[src/hw/rtl/lcs_pkg.sv]
// lcs_pkg: shared types and constants for the configurable LFSR scrambler.
// Holds the register index codes, the scrambler kind/direction codes and the
// configuration bundle passed from the register bank to the datapath.
`default_nettype none

package lcs_pkg;

    // Shift register and data widths
    localparam int unsigned LFSR_W    = 32;
    localparam int unsigned BYTE_W    = 8;
    localparam int unsigned CELLS_W   = 6;
    localparam int unsigned CFG_IDX_W = 3;
    localparam int unsigned CFG_DAT_W = 32;

    // Register indexes on the configuration port
    localparam logic [CFG_IDX_W-1:0] REG_KIND      = 3'd0;
    localparam logic [CFG_IDX_W-1:0] REG_DIRECTION = 3'd1;
    localparam logic [CFG_IDX_W-1:0] REG_NUM_CELLS = 3'd2;
    localparam logic [CFG_IDX_W-1:0] REG_TAPS      = 3'd3;
    localparam logic [CFG_IDX_W-1:0] REG_INIT      = 3'd4;

    // Scrambler kind and direction codes
    localparam logic KIND_ADDITIVE       = 1'b0;
    localparam logic KIND_MULTIPLICATIVE = 1'b1;
    localparam logic DIR_SCRAMBLE        = 1'b0;
    localparam logic DIR_DESCRAMBLE      = 1'b1;

    // Reset values
    localparam logic [CELLS_W-1:0] NUM_CELLS_RST = 6'd7;

    // Configuration as seen by the datapath
    typedef struct packed {
        logic              kind;
        logic              direction;
        logic [LFSR_W-1:0] fb_mask;     // taps limited to the active cells
        logic [LFSR_W-1:0] init_state;
    } cfg_t;

endpackage

`default_nettype wire

[src/hw/rtl/lcs_cfg_regs.sv]
// lcs_cfg_regs: configuration register bank of the LFSR scrambler.
// Decodes writes from the plain write port and builds the feedback mask.
// Depends on lcs_pkg.
`default_nettype none

module lcs_cfg_regs (
    input  wire logic                           clk,
    input  wire logic                           rst_n,
    input  wire logic                           cfg_we,
    input  wire logic [lcs_pkg::CFG_IDX_W-1:0]  cfg_index,
    input  wire logic [lcs_pkg::CFG_DAT_W-1:0]  cfg_data,
    output lcs_pkg::cfg_t                       cfg
);

    logic                              kind_reg;
    logic                              direction_reg;
    logic [lcs_pkg::CELLS_W-1:0]       num_cells_reg;
    logic [lcs_pkg::LFSR_W-1:0]        taps_reg;
    logic [lcs_pkg::LFSR_W-1:0]        init_state_reg;
    logic [lcs_pkg::LFSR_W-1:0]        cell_mask;

    // Register writes; unknown indexes are ignored
    always_ff @(posedge clk or negedge rst_n)
    begin
        if (!rst_n)
        begin
            kind_reg       <= lcs_pkg::KIND_ADDITIVE;
            direction_reg  <= lcs_pkg::DIR_SCRAMBLE;
            num_cells_reg  <= lcs_pkg::NUM_CELLS_RST;
            taps_reg       <= '0;
            init_state_reg <= '0;
        end
        else if (cfg_we)
        begin
            case (cfg_index)
                lcs_pkg::REG_KIND:      kind_reg       <= cfg_data[0];
                lcs_pkg::REG_DIRECTION: direction_reg  <= cfg_data[0];
                lcs_pkg::REG_NUM_CELLS: num_cells_reg  <= cfg_data[lcs_pkg::CELLS_W-1:0];
                lcs_pkg::REG_TAPS:      taps_reg       <= cfg_data[lcs_pkg::LFSR_W-1:0];
                lcs_pkg::REG_INIT:      init_state_reg <= cfg_data[lcs_pkg::LFSR_W-1:0];
                default: ;
            endcase
        end
    end

    // Active cells from bit 31 down; zero cells gives no mask, 32 and up give all
    assign cell_mask = ~({lcs_pkg::LFSR_W{1'b1}} >> num_cells_reg);

    assign cfg.kind       = kind_reg;
    assign cfg.direction  = direction_reg;
    assign cfg.fb_mask    = taps_reg & cell_mask;
    assign cfg.init_state = init_state_reg;

endmodule

`default_nettype wire

[src/hw/rtl/lcs_byte_step.sv]
// lcs_byte_step: combinational eight-bit LFSR step, MSB first.
// Takes the current shift register and one byte, returns the result byte and
// the shift register after the byte. Depends on lcs_pkg.
`default_nettype none

module lcs_byte_step (
    input  wire lcs_pkg::cfg_t                  cfg,
    input  wire logic [lcs_pkg::LFSR_W-1:0]     state_in,
    input  wire logic                           frame_start,
    input  wire logic [lcs_pkg::BYTE_W-1:0]     data_in,
    output logic      [lcs_pkg::BYTE_W-1:0]     data_out,
    output logic      [lcs_pkg::LFSR_W-1:0]     state_out
);

    // Unrolled bit steps
    always_comb
    begin
        logic [lcs_pkg::LFSR_W-1:0] st;
        logic                       din;
        logic                       fb;
        logic                       dout;
        logic                       ent;

        st       = frame_start ? cfg.init_state : state_in;
        data_out = '0;
        for (int k = lcs_pkg::BYTE_W - 1; k >= 0; k--)
        begin
            din  = data_in[k];
            fb   = ^(st & cfg.fb_mask);
            dout = din ^ fb;
            if (cfg.kind == lcs_pkg::KIND_ADDITIVE)
                ent = fb;
            else if (cfg.direction == lcs_pkg::DIR_SCRAMBLE)
                ent = dout;
            else
                ent = din;
            st          = {ent, st[lcs_pkg::LFSR_W-1:1]};
            data_out[k] = dout;
        end
        state_out = st;
    end

endmodule

`default_nettype wire

[src/hw/rtl/configurable_lfsr_scrambler_unit.sv]
// Configurable LFSR scrambler unit, one byte per beat.
// Usage:
//   Input channel (in_valid/in_stall) carries data_byte, frame_start and
//   frame_end; output channel (out_valid/out_stall) carries out_byte and
//   out_last. A beat moves when valid is high and stall is low.
//   Configuration is written through cfg_we/cfg_index/cfg_data while idle.
// Path: input register, then result register. Throughput: one byte per
//   cycle while out_stall is low, set by the single 32-bit shift register
//   updated once per byte through eight unrolled steps.
// Stalling: the input register keeps taking beats while the result register
//   is free or being emptied; under a held out_stall one beat waits in the
//   input register and then in_stall rises.
// Reset: both stages empty, shift register cleared, registers at defaults
//   (additive, scramble, 7 cells, taps and initial state zero).
// Depends on lcs_pkg, lcs_cfg_regs and lcs_byte_step.
`default_nettype none

module configurable_lfsr_scrambler_unit (
    input  wire logic                           clk,
    input  wire logic                           rst_n,
    // configuration
    input  wire logic                           cfg_we,
    input  wire logic [lcs_pkg::CFG_IDX_W-1:0]  cfg_index,
    input  wire logic [lcs_pkg::CFG_DAT_W-1:0]  cfg_data,
    // input beats
    input  wire logic                           in_valid,
    output logic                                in_stall,
    input  wire logic [lcs_pkg::BYTE_W-1:0]     data_byte,
    input  wire logic                           frame_start,
    input  wire logic                           frame_end,
    // output beats
    output logic                                out_valid,
    input  wire logic                           out_stall,
    output logic      [lcs_pkg::BYTE_W-1:0]     out_byte,
    output logic                                out_last
);

    lcs_pkg::cfg_t                   cfg;
    logic                            in_vld_reg;
    logic [lcs_pkg::BYTE_W-1:0]      in_byte_reg;
    logic                            in_start_reg;
    logic                            in_end_reg;
    logic                            out_vld_reg;
    logic [lcs_pkg::BYTE_W-1:0]      out_byte_reg;
    logic                            out_last_reg;
    logic [lcs_pkg::LFSR_W-1:0]      shift_reg;
    logic [lcs_pkg::LFSR_W-1:0]      shift_next;
    logic [lcs_pkg::BYTE_W-1:0]      out_byte_next;
    logic                            adv;
    logic                            in_take;

    lcs_cfg_regs u_cfg (
        .clk       (clk),
        .rst_n     (rst_n),
        .cfg_we    (cfg_we),
        .cfg_index (cfg_index),
        .cfg_data  (cfg_data),
        .cfg       (cfg)
    );

    lcs_byte_step u_step (
        .cfg         (cfg),
        .state_in    (shift_reg),
        .frame_start (in_start_reg),
        .data_in     (in_byte_reg),
        .data_out    (out_byte_next),
        .state_out   (shift_next)
    );

    // Handshake: input stage moves on when the result register is free or being emptied
    assign adv      = in_vld_reg && (!out_vld_reg || !out_stall);
    assign in_stall = in_vld_reg && !adv;
    assign in_take  = in_valid && !in_stall;

    // Input stage
    always_ff @(posedge clk or negedge rst_n)
    begin
        if (!rst_n)
            in_vld_reg <= 1'b0;
        else if (in_take)
            in_vld_reg <= 1'b1;
        else if (adv)
            in_vld_reg <= 1'b0;
    end

    always_ff @(posedge clk)
    begin
        if (in_take)
        begin
            in_byte_reg  <= data_byte;
            in_start_reg <= frame_start;
            in_end_reg   <= frame_end;
        end
    end

    // Result stage and shift register
    always_ff @(posedge clk or negedge rst_n)
    begin
        if (!rst_n)
        begin
            out_vld_reg <= 1'b0;
            shift_reg   <= '0;
        end
        else
        begin
            if (adv)
            begin
                out_vld_reg <= 1'b1;
                shift_reg   <= shift_next;
            end
            else if (!out_stall)
                out_vld_reg <= 1'b0;
        end
    end

    always_ff @(posedge clk)
    begin
        if (adv)
        begin
            out_byte_reg <= out_byte_next;
            out_last_reg <= in_end_reg;
        end
    end

    assign out_valid = out_vld_reg;
    assign out_byte  = out_byte_reg;
    assign out_last  = out_last_reg;

`ifndef ASSERT_OFF
    // A byte moved into the result register is presented next cycle
    a_adv_shows: assert property (@(posedge clk) disable iff (!rst_n)
        adv |=> out_vld_reg)
        else $error("result register empty after advance");

    // The LFSR only steps when a byte is processed
    a_state_hold: assert property (@(posedge clk) disable iff (!rst_n)
        !adv |=> $stable(shift_reg))
        else $error("shift register moved without a byte");

    // A full pipe under a stalled output must hold off the input
    a_full_stall: assert property (@(posedge clk) disable iff (!rst_n)
        (in_vld_reg && out_vld_reg && out_stall) |-> in_stall)
        else $error("input accepted while pipe full");

    // A pending byte never stays behind an empty result register
    a_no_bubble: assert property (@(posedge clk) disable iff (!rst_n)
        (in_vld_reg && !out_vld_reg) |-> adv)
        else $error("pending byte not advanced");
`endif

endmodule

`default_nettype wire
[config.mk]
export PLATFORM = sky130hd
export DESIGN_NAME = configurable_lfsr_scrambler_unit
export DESIGN_NICKNAME = d
export VERILOG_FILES = /design/src/hw/rtl/lcs_pkg.sv /design/src/hw/rtl/lcs_cfg_regs.sv /design/src/hw/rtl/lcs_byte_step.sv /design/src/hw/rtl/configurable_lfsr_scrambler_unit.sv
export SDC_FILE = /design/constraint.sdc
export NUM_CORES = 1
export LEC_CHECK = 0
export BUFFER_PORTS_ARGS = -buffer_cell sky130_fd_sc_hd__clkbuf_2
export CAP_MARGIN = 10
export CORE_MARGIN = 10
export CORE_UTILIZATION = 35
export DETAILED_ROUTE_END_ITERATION = 7
export PLACE_DENSITY_LB_ADDON = 0.05
export SYNTH_ARGS = -nofsm -noshare
export SYNTH_HDL_FRONTEND = slang
export SYNTH_SLANG_ARGS = --single-unit
[constraint.sdc]
create_clock -name clk -period 8.5 [get_ports clk]
set_input_delay 0.425 -clock clk [delete_from_list [all_inputs] [get_ports clk]]
set_output_delay 0.425 -clock clk [all_outputs]
set_load 0.02 [all_outputs]
-- Yosys cells after proc, flatten, opt, wreduce, memory -nomap -nowiden
Index checks and enable logic that the tools add are counted.
Widths: inputs -> output; s select.
- muxes and demuxes: 21
- bitwise logic cells: 18
- div/mod/pow operators: 0
- shifts and indexed selects: 1
- $mul: 0
- equality and inequality tests: 5
- $lt $le $gt $ge: 0
- $add $sub $neg: 0
- reductions and logical operators: 23
- operator list (cell ; number):
    $and 32x32->32 ; 9
    $reduce_xor 32->1 ; 8
    $mux 32 ; 1
    $not 32->32 ; 1
    $shr 32x6->32 const A ; 1
    $mux 1 ; 20
    $reduce_and 2->1 ; 5
    $xor 1x1->1 ; 8
    $eq 3x2->1 const B ; 2
    $logic_not 1->1 ; 4
    $eq 3x1->1 const B ; 1
    $eq 3x3->1 const B ; 1
    $logic_and 1x1->1 ; 3
    $logic_not 3->1 ; 1
    $ne 2x1->1 const B ; 1
    $reduce_bool 2->1 ; 1
    $logic_or 1x1->1 ; 1
- bits in registers: 125
- memories: 0
- bits in read-only memories: 0
- latch bits: 0
- output and inout bits: 11
- RAM bits: 0

-- Logic depth before layout (Yosys ltp)
- depth after elaboration: 43
- depth in mapped cells: 27
- depth with buffers taken out: 24

-- Modules after synthesis
From an unflattened synthesis, not the netlist that was laid out.
- cells, all modules: 1038
- area, all modules: 10024.6 um2
- modules (own cells, without submodules) (module ; seq. area each (um2) ; area each (um2) ; times used ; cells each):
    lcs_byte_step ; 0.0 ; 4813.4 ; 1 ; 704
    lcs_cfg_regs ; 1805.5 ; 3348.2 ; 1 ; 240
    configurable_lfsr_scrambler_unit ; 1421.4 ; 1863.0 ; 1 ; 94

-- Least setup slack after synthesis
No wires, ideal clock.
- path kind: register to register
- from: reg u_cfg.num_cells_reg[3] in the netlist's numbering
- to: reg shift_reg[31] in the netlist's numbering
- arrival time: 6.297 ns
- buffers on the path: 2
- slack: 2.132 ns
- clock period less this slack: 6.368 ns
- cell stages (with the launch flop): 27
- cell sequence: dfrtp_1 buf_6 or4_4 buf_6 o31ai_4 nor2_1 xnor3_1 xnor3_1 xnor3_2 o21ba_2 o21bai_1 xor3_1 nor2_1 o22ai_1 and3_1 or3b_1 a31oi_1 xnor2_1 a21oi_2 a211oi_1 xnor2_1 xnor2_2 mux2i_1 nor4_2 xnor2_1 or3b_1 nand4_1
- word-level cells in the longest chain between the ends: 43
- RTL lines (item ; RTL line ; source):
    start, declared ; lcs_cfg_regs.sv:17 ; logic [lcs_pkg::CELLS_W-1:0] num_cells_reg;
    start signal, assigned ; lcs_cfg_regs.sv:29 ; num_cells_reg <= lcs_pkg::NUM_CELLS_RST;
    start signal, assigned ; lcs_cfg_regs.sv:38 ; lcs_pkg::REG_NUM_CELLS: num_cells_reg <= cfg_data[lcs_pkg::CELLS_W-1:0];
    $shr 32x6->32 (*) ; lcs_cfg_regs.sv:47 ; assign cell_mask = ~({lcs_pkg::LFSR_W{1'b1}} >> num_cells_reg);
    $not 32->32 (*) ; lcs_cfg_regs.sv:47 ;
    $and 32x32->32 (*) ; lcs_cfg_regs.sv:51 ; assign cfg.fb_mask = taps_reg & cell_mask;
    $and 32x32->32 ; lcs_byte_step.sv:29 ; fb = ^(st & cfg.fb_mask);
    $reduce_xor 32->1 ; lcs_byte_step.sv:29 ;
    $xor 1x1->1 ; lcs_byte_step.sv:30 ; dout = din ^ fb;
    $mux 1 ; lcs_byte_step.sv:33 ; else if (cfg.direction == lcs_pkg::DIR_SCRAMBLE)
    $mux 1 ; lcs_byte_step.sv:31 ; if (cfg.kind == lcs_pkg::KIND_ADDITIVE)
    [... 27 more ...] ; n/a ;
    $xor 1x1->1 ; lcs_byte_step.sv:30 ;
    $mux 1 ; lcs_byte_step.sv:33 ;
    $mux 1 ; lcs_byte_step.sv:31 ;
    $and 32x32->32 (*) ; lcs_byte_step.sv:29 ;
    $reduce_xor 32->1 (*) ; lcs_byte_step.sv:29 ;
    $xor 1x1->1 ; lcs_byte_step.sv:30 ;
    $mux 1 ; lcs_byte_step.sv:33 ;
    $mux 1 (*) ; lcs_byte_step.sv:31 ;
    end signal, assigned ; configurable_lfsr_scrambler_unit.sv:109 ; shift_reg <= shift_next;
    end, declared ; configurable_lfsr_scrambler_unit.sv:46 ; logic [lcs_pkg::LFSR_W-1:0] shift_reg;
Every way passes the cells marked *; elsewhere a longest branch is shown, timed or not.
A chain may end at the register's enable or synchronous reset.

-- Final worst setup path
- from: reg u_cfg.num_cells_reg[4] in the netlist's numbering
- to: reg shift_reg[31] in the netlist's numbering
Same word-level chain as after synthesis.

==> metrics <==
post-route setup slack=1060 ps; Hold-fix buffers, CTS=1; flop2flop setup slack=1060 ps; drt via density=5.18; critical path's top delay family=XOR/XNOR gates; CTS tree=built; PostCTS Resize Cnt=0; crit path max fanout=23; routability cong.=0.890; fill count=2697; Synth Cell Area=0.00951 mm2; post-synthesis instance total=1006; Post-Place Setup Slack=1220 ps; Top cell by count, worst path=xnor2_1; grt ovf=0; die height=185 um; Total Routing Usage GR=0.192; Final Max Slew Viols=0; Primary FF master, synth=dfrtp_1; largest net degree at the start of global routing=66; min cycle time layout=7440 ps; Arr. time, crit path=7790 ps; slowest CP cell=dfrtp_1; I/O pin count=61; ys async rst share=0.848; Setup TNS=0 ps; number of remaining DRC errors=0; CP bufs+invs=0; sequential fraction of the synthesis area=0.339; post-CTS setup buffers=0; commonest non-fill, non-tap cell in the layout=nand2_1; status=finished clean; Max clock buf depth=2; Syn-to-layout area delta=13.8%; initial detailed-routing violation count=574; Clk Latency, worst-skew pair=430 ps; initial antenna violation count=1; leading cell types in the layout, fill and taps excluded=nand2_1, xnor2_1, dfrtp_1; Clock Root Buffer=clkbuf_16; Clock Skew=14.5 ps; Post-synth EDFFs=19; Final nets=1109; die area=0.0342 mm2; vias in the first global route=7398; unrepaired setup endpoints after global routing=no; FMAX=134 MHz; kind of end point of the critical path=flip-flop; Slew @ Worst Pin=986 ps; Post-Syn Nets=1056; first drt pass iteration count=5; Clk pin slew, worst setup/hold paths=70 ps; Final Hold Viols=0; Core Area=0.0269 mm2; path type of the worst min-delay path=input port to flip-flop; crit-path max cell delay=890 ps; via count=7323; DIE WIDTH=185 um; synth warn=0; first-pass GRT wire length=48600 um; FP Rows=60; Avg Synthesized Cell Area=9.45 um2; Initial Util=0.354; CP required=8850 ps; port bufs=60; share of post-route cells with drive strength above 1=0.213; CTS Buf Count=17; Detailed Route WL=32500 um; Setup CP Type=flip-flop to flip-flop; clk sink count=125; Avg WL per Cell=23.0 um; max_slew headroom=0.343; synthesized flop and latch total=125; post-DP HPWL=23600 um; DRT antenna net count=0; n_diodes=0; period utilization=0.875; worst-path cell chain=or2_1 -> o211ai_1 -> xnor3_1 -> xnor3_1 -> xnor3_1 -> xnor3_2 -> xor2_1 -> and3_1 -> o21ai_1 -> xnor2_1 -> o21ai_0 -> and3_1 -> or3b_1 -> a31oi_1 -> xnor2_1 -> a21oi_2 -> a211oi_1 -> xnor2_1 -> xnor2_2 -> mux2i_1 -> nor4_2 -> xnor2_1 -> or3b_1 -> nand4_1; Max Cap Violations=0; crit path launch type=flip-flop; Synth cell types=66; final setup fails=0; H-tree level count=4
[cell families (layout without fill, tap and decap cells)]
family | Yosys count | count (layout) | synth area share
simple gates | 381 | 381 | 0.169
compound gates | 99 | 99 | 0.0775
mux | 110 | 110 | 0.129
buf+inv | 49 | 115 | 0.0222
flops | 125 | 125 | 0.339
xor+xnor | 242 | 242 | 0.263
[worst paths after layout]
check                                       start                 end  cells after the start
max                        u_cfg.num_cells_reg[4]       shift_reg[31]                     24
min                                  data_byte[2]      in_byte_reg[2]                      1
max reg2reg                u_cfg.num_cells_reg[4]       shift_reg[31]                     24
min reg2reg                            in_end_reg            out_last                      0
max in group asynchronous                   rst_n       shift_reg[26]                      3
min in group asynchronous                   rst_n  u_cfg.taps_reg[13]                      2
[cells in the mapped netlist (2+ instances only)]
cell       number  share of area
o21a_1         16          0.013
or3b_1          2         0.0018
o31a_1          3         0.0028
clkbuf_1       26          0.010
dfrtp_1       103           0.27
xnor2_1       164           0.15
a21oi_1        10         0.0053
o21ai_1         5         0.0026
xnor2_2         2         0.0034
or3_1           2         0.0013
buf_2           7         0.0037
mux2i_1         8         0.0084
and3_1          6         0.0039
mux2_2        102           0.12
xor3_1          3         0.0075
o2bb2ai_1       2         0.0018
a211oi_1        2         0.0016
buf_6           2         0.0024
buf_1           9         0.0036
nor2b_1         7         0.0046
xor2_1         50          0.046
and3b_1         2         0.0018
o21ai_0        14         0.0074
nand4_1         2         0.0013
edfxtp_1       19          0.060
nand3_1        26          0.014
and2_1          8         0.0053
nand2_1       251          0.099
nor3_1          3         0.0016
inv_1           4         0.0016
nand3b_1        3         0.0024
a21o_1          4         0.0032
nor2_1         56          0.022
o211a_1         3         0.0032
a211o_1         2         0.0018
xnor3_1        22          0.052
o31ai_1         2         0.0016
a31oi_1         4         0.0026
nor3b_1         2         0.0016
nand2b_1        6         0.0039
dfstp_2         3         0.0083
o211ai_1       15          0.012
[routing by layer]
metal / vias up / share of wire / global-route usage
li1: 3481 / - / -
met1: 3614 / 0.49 / 0.282
met2: 201 / 0.44 / 0.286
met3: 27 / 0.050 / 0.0312
met4: 0 / 0.014 / 0.0458
met5: - / 0 / 0
[stage by stage]
step | area (um2) | hold slack [ps] | utilization | instances
floorplan | 9510 | 129 | - | 1006
global placement | 10200 | 402 | 0.379 | 1380
detailed placement | 10200 | 410 | 0.379 | 1380
CTS | 10800 | 159 | 0.403 | 1413
global route | 10800 | 162 | 0.403 | 1413
finish | 10800 | 172 | 0.403 | 1413
[area by class of cell]
type,count,area [um2],share of cell area
multi-input cells,832,6080,0.561
flip-flops and latches,125,3230,0.298
clock buffers,19,454,0.0420
repair buffers,79,448,0.0414
well taps,341,427,0.0394
clock inverters,13,176,0.0163
inverters,4,15.0,0.00139
Power is not shown: default switching activity piles up to over one toggle a cycle in this logic, so the estimate is an artifact.
